$ cat config.mk
export PLATFORM = sky130hd
export DESIGN_NAME = column_free_interval_cell_split_flat
export DESIGN_NICKNAME = d
export VERILOG_FILES = /design/src/sv/cfis_pkg.sv /design/src/sv/cfis_stream_if.sv /design/src/sv/cfis_ram.sv /design/src/sv/cfis_run_tracker.sv /design/src/sv/column_free_interval_cell_split.sv /design/src/flat_wrapper.sv
export SDC_FILE = /design/constraint.sdc
export NUM_CORES = 2
export LEC_CHECK = 0
export ABC_AREA = 1
export BUFFER_PORTS_ARGS = -buffer_cell sky130_fd_sc_hd__buf_4
export CAP_MARGIN = 5
export CORE_MARGIN = 2
export CORE_UTILIZATION = 35
export CTS_CLUSTER_DIAMETER = 30
export CTS_CLUSTER_SIZE = 8
export DETAILED_ROUTE_END_ITERATION = 10
export SYNTH_ARGS = -nofsm -noshare
export SYNTH_HDL_FRONTEND = slang
export SYNTH_SLANG_ARGS = --single-unit
$ cat constraint.sdc
create_clock -name clk -period 6.64 [get_ports clk]
set_input_delay 0.664 -clock clk [delete_from_list [all_inputs] [get_ports clk]]
set_output_delay 0.664 -clock clk [all_outputs]
set_load 0.1 [all_outputs]
$ cat src/sv/cfis_pkg.sv
// Package: shared types, constants and state codes for the column cell splitter.
package cfis_pkg;

    // Default sizing
    localparam int MAX_ROWS_DEF      = 1024;
    localparam int MAX_INTERVALS_DEF = 32;

    // Fixed field widths
    localparam int OCC_W     = 8;
    localparam int ROWS_W    = 11;
    localparam int THR_W     = 8;
    localparam int ROW_OUT_W = 10;
    localparam int IV_W      = 2 * ROW_OUT_W;
    localparam int COL_W     = 16;
    localparam int CELL_W    = 16;
    localparam int ROW_CMP_W = 13;
    localparam int CFG_IDX_W = 4;
    localparam int CFG_DAT_W = 11;

    // Reset values of the registers
    localparam logic [ROWS_W-1:0] ROWS_RESET   = 11'd1024;
    localparam logic [THR_W-1:0]  THRESH_RESET = 8'd100;

    // Reserved saturated cell number
    localparam logic [CELL_W-1:0] CELL_SAT = 16'hFFFF;

    // Register indexes
    typedef enum logic [CFG_IDX_W-1:0] {
        REG_ROWS_IN_USE    = 4'd0,
        REG_FREE_THRESHOLD = 4'd1
    } cfg_reg_t;

    // Pixel item
    typedef struct packed {
        logic [OCC_W-1:0] occupancy;
        logic             map_start;
    } pix_t;

    // Interval result item
    typedef struct packed {
        logic [COL_W-1:0]     column;
        logic [ROW_OUT_W-1:0] start_row;
        logic [ROW_OUT_W-1:0] end_row;
        logic [CELL_W-1:0]    cell_index;
        logic                 new_cell;
        logic                 last_interval;
        logic                 overflow;
    } res_t;

    // Configuration write item
    typedef struct packed {
        logic [CFG_IDX_W-1:0] index;
        logic [CFG_DAT_W-1:0] data;
    } cfg_t;

    // Events from the run tracker to the sequencer
    typedef struct packed {
        logic            wr_en;
        logic [IV_W-1:0] wr_data;
        logic            col_end;
        logic            map_start;
        logic            overflow;
    } trk_evt_t;

    // Column-end sequencer states
    typedef enum logic [2:0] {
        S_PIXEL,
        S_CHECK,
        S_CMP_RD,
        S_CMP_CHK,
        S_EVAL,
        S_EMIT_RD,
        S_EMIT_LD,
        S_DONE
    } seq_state_t;

endpackage

$ cat src/sv/cfis_stream_if.sv
// Interface: valid/ready channel carrying one payload item.
interface cfis_stream_if #(
    parameter type payload_t = logic
);
    logic     valid;
    logic     ready;
    payload_t payload;

    modport source (output valid, output payload, input ready);
    modport sink   (input valid, input payload, output ready);
endinterface

$ cat src/sv/cfis_ram.sv
// Generic single-write, single-read RAM with registered read data.
module cfis_ram #(
    parameter int WIDTH = 20,
    parameter int DEPTH = 32,
    parameter int AW    = (DEPTH > 1) ? $clog2(DEPTH) : 1
) (
    input  logic             clk,
    input  logic             we,
    input  logic [AW-1:0]    waddr,
    input  logic [WIDTH-1:0] wdata,
    input  logic             re,
    input  logic [AW-1:0]    raddr,
    output logic [WIDTH-1:0] rdata
);
    logic [WIDTH-1:0] mem [DEPTH];
    logic [WIDTH-1:0] rdata_reg;

    // Write port and registered read port
    always_ff @(posedge clk)
    begin
        if (we)
        begin
            mem[waddr] <= wdata;
        end
        if (re)
        begin
            rdata_reg <= mem[raddr];
        end
    end

    assign rdata = rdata_reg;
endmodule

$ cat src/sv/cfis_run_tracker.sv
// Run tracker: follows free runs down a column and produces interval writes.
module cfis_run_tracker #(
    parameter int MAX_ROWS      = 1024,
    parameter int MAX_INTERVALS = 32,
    parameter int ROW_W         = $clog2(MAX_ROWS),
    parameter int CNT_W         = $clog2(MAX_INTERVALS + 1),
    parameter int AW            = (MAX_INTERVALS > 1) ? $clog2(MAX_INTERVALS) : 1
) (
    input  logic                          clk,
    input  logic                          rst_n,
    input  logic                          accept,
    input  cfis_pkg::pix_t                pix,
    input  logic [cfis_pkg::ROWS_W-1:0]   rows_in_use,
    input  logic [cfis_pkg::THR_W-1:0]    free_threshold,
    input  logic                          clear,
    output cfis_pkg::trk_evt_t            evt,
    output logic [AW-1:0]                 wr_addr,
    output logic [CNT_W-1:0]              cur_count
);
    import cfis_pkg::*;

    logic [ROW_W-1:0] row_reg, row_next;
    logic             run_reg, run_next;
    logic [ROW_W-1:0] start_reg, start_next;
    logic [CNT_W-1:0] cnt_reg, cnt_next;
    logic             ovf_reg, ovf_next;

    logic [ROW_W-1:0]     row_e;
    logic                 run_e;
    logic [ROW_W-1:0]     start_e;
    logic [CNT_W-1:0]     cnt_e;
    logic                 ovf_e;
    logic [ROW_CMP_W-1:0] rows_c;
    logic                 free_px;
    logic                 end_col;
    logic                 store;
    logic [ROW_W-1:0]     first_row;
    logic [ROW_W-1:0]     last_row;
    logic                 room;

    // Effective row count, clamped to 1..MAX_ROWS
    always_comb
    begin
        if (rows_in_use == '0)
        begin
            rows_c = ROW_CMP_W'(1);
        end
        else if (ROW_CMP_W'(rows_in_use) > ROW_CMP_W'(MAX_ROWS))
        begin
            rows_c = ROW_CMP_W'(MAX_ROWS);
        end
        else
        begin
            rows_c = ROW_CMP_W'(rows_in_use);
        end
    end

    // Per-pixel run logic; map start clears the partial column first
    always_comb
    begin
        row_e   = pix.map_start ? '0 : row_reg;
        run_e   = pix.map_start ? 1'b0 : run_reg;
        start_e = pix.map_start ? '0 : start_reg;
        cnt_e   = pix.map_start ? '0 : cnt_reg;
        ovf_e   = pix.map_start ? 1'b0 : ovf_reg;

        free_px = pix.occupancy < free_threshold;
        end_col = (ROW_CMP_W'(row_e) + ROW_CMP_W'(1)) >= rows_c;

        store     = 1'b0;
        first_row = start_e;
        last_row  = row_e;
        if (!free_px && run_e)
        begin
            store    = 1'b1;
            last_row = row_e - ROW_W'(1);
        end
        else if (free_px && end_col)
        begin
            store     = 1'b1;
            first_row = run_e ? start_e : row_e;
        end
        room = cnt_e < CNT_W'(MAX_INTERVALS);

        row_next   = row_reg;
        run_next   = run_reg;
        start_next = start_reg;
        cnt_next   = cnt_reg;
        ovf_next   = ovf_reg;
        if (accept)
        begin
            cnt_next = cnt_e;
            ovf_next = ovf_e;
            if (store && room)
            begin
                cnt_next = cnt_e + CNT_W'(1);
            end
            else if (store)
            begin
                ovf_next = 1'b1;
            end
            if (end_col)
            begin
                row_next   = '0;
                run_next   = 1'b0;
                start_next = '0;
            end
            else
            begin
                row_next   = row_e + ROW_W'(1);
                run_next   = free_px;
                start_next = (free_px && !run_e) ? row_e : start_e;
            end
        end
        else if (clear)
        begin
            cnt_next = '0;
            ovf_next = 1'b0;
        end
    end

    // State registers
    always_ff @(posedge clk or negedge rst_n)
    begin
        if (!rst_n)
        begin
            row_reg   <= '0;
            run_reg   <= 1'b0;
            start_reg <= '0;
            cnt_reg   <= '0;
            ovf_reg   <= 1'b0;
        end
        else
        begin
            row_reg   <= row_next;
            run_reg   <= run_next;
            start_reg <= start_next;
            cnt_reg   <= cnt_next;
            ovf_reg   <= ovf_next;
        end
    end

    // Events to the sequencer
    always_comb
    begin
        evt.wr_en     = accept && store && room;
        evt.wr_data   = {ROW_OUT_W'(first_row), ROW_OUT_W'(last_row)};
        evt.col_end   = accept && end_col;
        evt.map_start = accept && pix.map_start;
        evt.overflow  = ovf_reg;
    end
    assign wr_addr   = cnt_e[AW-1:0];
    assign cur_count = cnt_reg;

    a_count_bound: assert property (@(posedge clk) disable iff (!rst_n)
        cnt_reg <= CNT_W'(MAX_INTERVALS))
        else $error("interval count beyond bound");
    a_write_room: assert property (@(posedge clk) disable iff (!rst_n)
        evt.wr_en |=> cnt_reg == $past(cnt_e) + CNT_W'(1))
        else $error("interval write without count step");
    a_drop_flag: assert property (@(posedge clk) disable iff (!rst_n)
        (accept && store && !room) |=> ovf_reg)
        else $error("dropped interval did not set overflow");
endmodule

$ cat src/sv/column_free_interval_cell_split.sv
// Top level: column free-interval cell splitter with ping-pong interval memories.
//
//  channel  | dir | handshake     | item
//  ---------+-----+---------------+---------------------------------------------
//  pixel    | in  | valid/ready   | occupancy, map_start
//  result   | out | valid/ready   | column, start_row, end_row, cell_index,
//           |     |               | new_cell, last_interval, overflow
//  cfg      | in  | valid/ready   | index, data (0 rows_in_use, 1 free_threshold)
//
// Pixels go in at one per cycle while a column is scanned. At the last row the
// sequencer compares current and previous interval memories (interval by interval,
// stopping at the first difference), then reads and emits the current intervals
// (waiting while result is stalled); pixel.ready is low meanwhile. The last result may
// wait in the output register while the next column streams. No clearing pass after
// reset; cfg is always ready.
module column_free_interval_cell_split #(
    parameter int MAX_ROWS      = cfis_pkg::MAX_ROWS_DEF,
    parameter int MAX_INTERVALS = cfis_pkg::MAX_INTERVALS_DEF
) (
    input  logic        clk,
    input  logic        rst_n,
    cfis_stream_if.sink   pixel,
    cfis_stream_if.source result,
    cfis_stream_if.sink   cfg
);
    import cfis_pkg::*;

    localparam int CNT_W = $clog2(MAX_INTERVALS + 1);
    localparam int AW    = (MAX_INTERVALS > 1) ? $clog2(MAX_INTERVALS) : 1;

    // Configuration registers
    logic [ROWS_W-1:0] rows_reg;
    logic [THR_W-1:0]  thresh_reg;

    assign cfg.ready = 1'b1;

    always_ff @(posedge clk or negedge rst_n)
    begin
        if (!rst_n)
        begin
            rows_reg   <= ROWS_RESET;
            thresh_reg <= THRESH_RESET;
        end
        else if (cfg.valid)
        begin
            unique case (cfg.payload.index)
                REG_ROWS_IN_USE:    rows_reg   <= cfg.payload.data[ROWS_W-1:0];
                REG_FREE_THRESHOLD: thresh_reg <= cfg.payload.data[THR_W-1:0];
                default:            ;
            endcase
        end
    end

    // Run tracker
    trk_evt_t         evt;
    logic [AW-1:0]    wr_addr;
    logic [CNT_W-1:0] cur_count;
    logic             pix_accept;
    logic             trk_clear;

    assign pix_accept = pixel.valid && pixel.ready;

    cfis_run_tracker #(
        .MAX_ROWS      (MAX_ROWS),
        .MAX_INTERVALS (MAX_INTERVALS)
    ) u_tracker (
        .clk            (clk),
        .rst_n          (rst_n),
        .accept         (pix_accept),
        .pix            (pixel.payload),
        .rows_in_use    (rows_reg),
        .free_threshold (thresh_reg),
        .clear          (trk_clear),
        .evt            (evt),
        .wr_addr        (wr_addr),
        .cur_count      (cur_count)
    );

    // Ping-pong interval memories; bank_reg selects the current one
    logic            bank_reg, bank_next;
    logic            ram_re;
    logic [AW-1:0]   ram_raddr;
    logic [IV_W-1:0] rd_a, rd_b;
    logic [IV_W-1:0] cur_rd, prev_rd;

    cfis_ram #(.WIDTH(IV_W), .DEPTH(MAX_INTERVALS)) u_ram_a (
        .clk   (clk),
        .we    (evt.wr_en && !bank_reg),
        .waddr (wr_addr),
        .wdata (evt.wr_data),
        .re    (ram_re),
        .raddr (ram_raddr),
        .rdata (rd_a)
    );

    cfis_ram #(.WIDTH(IV_W), .DEPTH(MAX_INTERVALS)) u_ram_b (
        .clk   (clk),
        .we    (evt.wr_en && bank_reg),
        .waddr (wr_addr),
        .wdata (evt.wr_data),
        .re    (ram_re),
        .raddr (ram_raddr),
        .rdata (rd_b)
    );

    assign cur_rd  = bank_reg ? rd_b : rd_a;
    assign prev_rd = bank_reg ? rd_a : rd_b;

    // Sequencer registers
    seq_state_t       state_reg, state_next;
    logic [CNT_W-1:0] idx_reg, idx_next;
    logic [CNT_W-1:0] prev_cnt_reg, prev_cnt_next;
    logic             same_reg, same_next;
    logic             ovf_col_reg, ovf_col_next;
    logic [CELL_W-1:0] cell_reg, cell_next;
    logic [COL_W-1:0] col_reg, col_next;
    logic             out_valid_reg, out_valid_next;
    res_t             out_reg, out_next;

    logic             last_idx;
    logic             mismatch;
    logic             out_load;
    logic             sat_col;

    assign last_idx = (idx_reg + CNT_W'(1)) == cur_count;
    assign mismatch = cur_rd != prev_rd;
    assign sat_col  = !same_reg && (cur_count != '0)
                      && ((17'(cell_reg) + 17'(cur_count)) > 17'(CELL_SAT));

    // Next state
    always_comb
    begin
        state_next = state_reg;
        unique case (state_reg)
            S_PIXEL:
            begin
                if (evt.col_end)
                begin
                    state_next = S_CHECK;
                end
            end
            S_CHECK:
            begin
                if ((cur_count != prev_cnt_reg) || (cur_count == '0))
                begin
                    state_next = S_EVAL;
                end
                else
                begin
                    state_next = S_CMP_RD;
                end
            end
            S_CMP_RD:
            begin
                state_next = S_CMP_CHK;
            end
            S_CMP_CHK:
            begin
                state_next = (mismatch || last_idx) ? S_EVAL : S_CMP_RD;
            end
            S_EVAL:
            begin
                state_next = (cur_count == '0) ? S_DONE : S_EMIT_RD;
            end
            S_EMIT_RD:
            begin
                state_next = S_EMIT_LD;
            end
            S_EMIT_LD:
            begin
                if (out_load)
                begin
                    state_next = last_idx ? S_DONE : S_EMIT_RD;
                end
            end
            S_DONE:
            begin
                state_next = S_PIXEL;
            end
            default:
            begin
                state_next = S_PIXEL;
            end
        endcase
    end

    // Control outputs
    always_comb
    begin
        pixel.ready = (state_reg == S_PIXEL);
        ram_re      = (state_reg == S_CMP_RD) || (state_reg == S_EMIT_RD);
        ram_raddr   = idx_reg[AW-1:0];
        trk_clear   = (state_reg == S_DONE);
        out_load    = (state_reg == S_EMIT_LD) && (!out_valid_reg || result.ready);
    end

    // Datapath next values
    always_comb
    begin
        idx_next       = idx_reg;
        prev_cnt_next  = prev_cnt_reg;
        same_next      = same_reg;
        ovf_col_next   = ovf_col_reg;
        cell_next      = cell_reg;
        col_next       = col_reg;
        bank_next      = bank_reg;
        out_next       = out_reg;
        out_valid_next = out_valid_reg && !result.ready;

        // map start clears history and counters
        if (evt.map_start)
        begin
            prev_cnt_next = '0;
            cell_next     = '0;
            col_next      = '0;
        end

        case (state_reg)
            S_CHECK:
            begin
                same_next = (cur_count == prev_cnt_reg);
                idx_next  = '0;
            end
            S_CMP_CHK:
            begin
                if (mismatch)
                begin
                    same_next = 1'b0;
                end
                idx_next = idx_reg + CNT_W'(1);
            end
            S_EVAL:
            begin
                ovf_col_next = evt.overflow || sat_col;
                idx_next     = '0;
            end
            S_EMIT_LD:
            begin
                if (out_load)
                begin
                    out_valid_next        = 1'b1;
                    out_next.column       = col_reg;
                    out_next.start_row    = cur_rd[IV_W-1:ROW_OUT_W];
                    out_next.end_row      = cur_rd[ROW_OUT_W-1:0];
                    out_next.new_cell     = !same_reg;
                    out_next.last_interval = last_idx;
                    out_next.overflow     = ovf_col_reg;
                    if (same_reg)
                    begin
                        out_next.cell_index = cell_reg - CELL_W'(prev_cnt_reg)
                                              + CELL_W'(idx_reg);
                    end
                    else if (cell_reg != CELL_SAT)
                    begin
                        out_next.cell_index = cell_reg;
                        cell_next           = cell_reg + CELL_W'(1);
                    end
                    else
                    begin
                        out_next.cell_index = CELL_SAT;
                    end
                    idx_next = idx_reg + CNT_W'(1);
                end
            end
            S_DONE:
            begin
                bank_next     = !bank_reg;
                prev_cnt_next = cur_count;
                col_next      = col_reg + COL_W'(1);
            end
            default:
            begin
            end
        endcase
    end

    // Control and counter registers
    always_ff @(posedge clk or negedge rst_n)
    begin
        if (!rst_n)
        begin
            state_reg     <= S_PIXEL;
            idx_reg       <= '0;
            prev_cnt_reg  <= '0;
            same_reg      <= 1'b0;
            ovf_col_reg   <= 1'b0;
            cell_reg      <= '0;
            col_reg       <= '0;
            bank_reg      <= 1'b0;
            out_valid_reg <= 1'b0;
        end
        else
        begin
            state_reg     <= state_next;
            idx_reg       <= idx_next;
            prev_cnt_reg  <= prev_cnt_next;
            same_reg      <= same_next;
            ovf_col_reg   <= ovf_col_next;
            cell_reg      <= cell_next;
            col_reg       <= col_next;
            bank_reg      <= bank_next;
            out_valid_reg <= out_valid_next;
        end
    end

    // Output payload register
    always_ff @(posedge clk)
    begin
        out_reg <= out_next;
    end

    assign result.valid   = out_valid_reg;
    assign result.payload = out_reg;

    a_no_new_when_same: assert property (@(posedge clk) disable iff (!rst_n)
        (out_load && same_reg) |=> !result.payload.new_cell)
        else $error("extending interval flagged as new cell");
    a_cell_step: assert property (@(posedge clk) disable iff (!rst_n)
        (out_load && !same_reg && cell_reg != CELL_SAT) |=> cell_reg == $past(cell_reg) + 16'd1)
        else $error("cell counter did not advance on new cell");
    a_cell_mono: assert property (@(posedge clk) disable iff (!rst_n)
        (state_reg != S_PIXEL) |=> cell_reg >= $past(cell_reg))
        else $error("cell counter went backwards");
    a_no_overwrite: assert property (@(posedge clk) disable iff (!rst_n)
        (out_valid_reg && !result.ready) |=> $stable(out_reg))
        else $error("stalled result overwritten");
endmodule

$ cat src/flat_wrapper.sv
// flat-port wrapper written by rule: the top's interface ports become plain ports
module column_free_interval_cell_split_flat import cfis_pkg::*;
#(
    parameter int MAX_ROWS      = cfis_pkg::MAX_ROWS_DEF,
    parameter int MAX_INTERVALS = cfis_pkg::MAX_INTERVALS_DEF
)
  (clk, rst_n, pixel_valid, pixel_payload, pixel_ready, result_valid, result_payload, result_ready, cfg_valid, cfg_payload, cfg_ready);
  cfis_stream_if #(.payload_t(pix_t)) pixel_i ();
  cfis_stream_if #(.payload_t(res_t)) result_i ();
  cfis_stream_if #(.payload_t(cfg_t)) cfg_i ();
  input  logic clk;
  input  logic rst_n;
  input wire logic [$bits(pixel_i.valid)-1:0] pixel_valid;
  input wire logic [$bits(pixel_i.payload)-1:0] pixel_payload;
  output wire logic [$bits(pixel_i.ready)-1:0] pixel_ready;
  output wire logic [$bits(result_i.valid)-1:0] result_valid;
  output wire logic [$bits(result_i.payload)-1:0] result_payload;
  input wire logic [$bits(result_i.ready)-1:0] result_ready;
  input wire logic [$bits(cfg_i.valid)-1:0] cfg_valid;
  input wire logic [$bits(cfg_i.payload)-1:0] cfg_payload;
  output wire logic [$bits(cfg_i.ready)-1:0] cfg_ready;
  assign pixel_i.valid = pixel_valid;
  assign pixel_i.payload = pixel_payload;
  assign pixel_ready = pixel_i.ready;
  assign result_valid = result_i.valid;
  assign result_payload = result_i.payload;
  assign result_i.ready = result_ready;
  assign cfg_i.valid = cfg_valid;
  assign cfg_i.payload = cfg_payload;
  assign cfg_ready = cfg_i.ready;
  column_free_interval_cell_split #(.MAX_ROWS(MAX_ROWS), .MAX_INTERVALS(MAX_INTERVALS)) u_core (.clk(clk), .rst_n(rst_n), .pixel(pixel_i), .result(result_i), .cfg(cfg_i));
endmodule
==> run_results.csv <==
group,metric,value,unit
placed_design,place_ws,1.17,ns
routing,vias_per_cell,5.38,
cts,postCtsResizedCells,0,
cells_and_area,final_design_area_no_fill,73800,um^2
run,cap_viol_max_count,0,
worst_setup_path,crit_required,7.26,ns
sta,fin_setup_tns,0,ns
yosys,synth_edf_count,1375,
yosys,avgSynthCellArea,12.1,um^2
sta,fin_crit,4.86,ns
cells_and_area,seq_area,43800,um^2
floorplanning,die-width,421,um
worst_setup_path,cp.arrival,5.48,ns
sta,setup_ws,1.78,ns
sta,rsz0062_at_grt,"false",
worst_setup_path,cp-end-kind,"register",
sta,setup_viol,0,
cells_and_area,multi_input_area,15500,um^2
floorplanning,io_pins,87,
placed_design,hpwl,106000,um
placed_design,gp_congestion,0.943,
floorplanning,core,173000,um^2
yosys,synth_ff_type,"edfxtp_1",
yosys,synth_warnings,0,
yosys,syn_area,60900,um^2
cts,cts.path.max_buffers,4,
routing,ant_nets,0,
cells_and_area,fillers,15800,
floorplanning,die-area,177000,um^2
min_path,holdCritPathClass,"in -> reg",
global_route,grt_pass1_vias,39700,
worst_setup_path,crit_type,"reg -> reg",
cts,cts_max_level,5,
global_route,grt_overflow_total,0,
outcome,status,"finished clean",
sta,hold_ws,0.0675,ns
pwr,vdd_drop_max,0.334,mV
floorplanning,num_rows,153,
yosys,syn_nets,5107,
global_route,grt_max_degree,167,
yosys,synth_seq_cells,1473,
yosys,syn_inst,5013,
cts,clk_latency,0.89,ns
sta,worst_slew_pin_slew,1.37,ns
yosys,synthDistinctLibCells,56,
cells_and_area,final_layout_size_suffix_gt1_frac,0.137,
sta,slew_viol_final,0,
worst_setup_path,rrSetupSlack,1.78,ns
sta,finalClockSkew,0.0485,ns
worst_setup_path,crit_fanout,29,
placed_design,numPortBuffers,85,
sta,post-route-period-util,0.732,
routing,first_iter_violations,5333,
floorplanning,start_util,0.351,
cts,post-cts-setup-buffer-count,0,
cells_and_area,nets,5306,
routing,drtPass1Iterations,6,
global_route,grt.total_usage,0.194,
sta,slew_headroom,0.0891,
cells_and_area,area_delta_synth_final,21.3,%
cts,cts_tree,"done",
pwr,leakage,26.1,nW
pwr,p_total,35.5,mW
worst_setup_path,crit_path_start_kind,"register",
routing,finalWirelength,177000,um
pwr,p_per_area,480,nW/um^2
yosys,seq_area_frac_synth,0.719,
cts,clk_pin_slew,0.05,ns
cts,cts_buffers,300,
routing,wl_per_cell,22.9,um
yosys,async_reset_ff_frac,0.0665,
cts,clock-sinks,1473,
global_route,antenna_found_initial,4,
routing,via_count,41500,
floorplanning,die_h,421,um
cts,cts_root_buf,"clkbuf_16",
sta,max_freq,206,MHz
placed_design,placed_area,64500,um^2
sta,hold_violations,0,
routing,drc,0,
global_route,grt_pass1_wl,261000,um
power breakdown:
part | internal [mW] | switching (mW) | total [mW] | leakage (nW)
clock | 9.34 | 4.49 | 13.8 | 4.51
combinational | 2.34 | 7.38 | 9.72 | 7.67
sequential | 11.4 | 0.480 | 11.9 | 13.9
total | 23.1 | 12.3 | 35.5 | 26.1
cells by family after synthesis:
group           count (synthesis)  share of synthesized area
mux                            37                    0.00615
fa+ha+maj                      65                     0.0142
other cells                     1                  0.0000616
buf+inv                       477                     0.0330
compound gates               1356                      0.122
flops                        1473                      0.719
simple gates                 1569                      0.101
xor+xnor                       35                    0.00504
area by class of cell:
| cell class | count | area share |
|---|---|---|
| inverters | 175 | 0.00932 |
| repair buffers | 199 | 0.0220 |
| diodes | 2 | 0.0000678 |
| clock inverters | 147 | 0.0203 |
| multi-input cells | 3063 | 0.211 |
| flip-flops and latches | 1473 | 0.593 |
| well taps | 2325 | 0.0394 |
| clock buffers | 342 | 0.106 |
placed cells by master (no fill, tap or decap), types with 27 or more instances in the layout:
cell	count
dfrtp_1	89
bufinv_16	28
buf_4	187
o22ai_1	364
nand3_1	58
o211ai_1	27
nand2_1	591
o21ai_0	728
clkinv_1	47
ha_1	58
inv_1	159
a21oi_1	98
edfxtp_1	1375
nor2_1	789
nor2_2	68
clkbuf_1	35
o21ai_1	94
clkinv_2	41
clkbuf_16	305
mux2i_1	34
worst max-delay path: stages (launching register included):
cell and delay [ns]:
dfrtp_1 0.38, inv_1 0.09, nor2_1 0.39, ha_1 0.31
nand3_1 0.14, nor2_1 0.13, nand2_1 0.08, nand2_1 0.08
inv_2 0.04, ha_1 0.30, nand2_1 0.09, inv_1 0.05
nand2_1 0.05, nand2_1 0.05, a21oi_1 0.15, nand3_2 0.13
nand3_1 0.34, inv_1 0.47, o21ai_4 0.79, buf_4 0.50
worst paths after layout:
check	end	depth (start not counted)	start
worst max-delay path	u_core.u_ram_a.mem[4][12]$_DFFE_PP_	19	u_core.u_tracker.row_reg[0]$_DFFE_PN0P_
worst min-delay path	u_core.rows_reg[9]$_DFFE_PN0P_	2	cfg_payload[9]
worst max register to register	u_core.u_ram_a.mem[4][12]$_DFFE_PP_	19	u_core.u_tracker.row_reg[0]$_DFFE_PN0P_
worst min register to register	u_core.result.payload[48]$_DFFE_PP_	0	u_core.col_reg[9]$_DFFE_PN0P_
max in group asynchronous	u_core.idx_reg[1]$_DFFE_PN0P_	3	rst_n
min in group asynchronous	u_core.thresh_reg[1]$_DFFE_PN0P_	2	rst_n
what timing repair did:
item | CTS | global route
endpoints found under the setup margin | 0 | 0
endpoints found under the hold margin | 46 | 0
hold buffers | 2 | 0
synth_stat cells (4+ instances only):
library cell,count,share of area
edfxtp_1,1375,0.68
nor2_1,854,0.053
o21ai_0,738,0.061
nand2_1,592,0.037
o22ai_1,364,0.037
clkbuf_1,181,0.011
inv_1,161,0.0099
a21oi_1,101,0.0083
dfrtp_1,94,0.039
o21ai_1,93,0.0076
buf_2,81,0.0067
ha_1,58,0.012
nand3_1,58,0.0048
mux2i_1,34,0.0056
o211ai_1,27,0.0033
xor2_1,25,0.0036
nor3_1,18,0.0015
buf_4,16,0.0020
nand4_1,15,0.0015
buf_1,14,0.00086
inv_2,10,0.00062
xnor2_1,10,0.0014
fa_1,7,0.0023
buf_6,6,0.0011
nand3b_1,6,0.00074
o31ai_1,6,0.00074
a22oi_1,5,0.00062
nand2_2,5,0.00051
o21a_1,5,0.00062
clkbuf_2,4,0.00033
dfstp_2,4,0.0017
nor2_2,4,0.00041
nor4_1,4,0.00041
metal layers:
metal,vias to the layer above,track usage,wire length [um]
li1,18600,-,-
met1,20600,0.280,76600
met2,1989,0.288,78000
met3,298,0.0441,17100
met4,0,0.0695,5470
met5,-,0,0
through the flow:
step / std cells / util
final: 7726 / 0.426
after global routing: 7724 / 0.426
after CTS: 7723 / 0.426
after detailed placement: 7232 / 0.372
after global placement: 7232 / 0.372
after floorplan: 5013 / -
No activity file was read; power rests on OpenSTA's default activity.
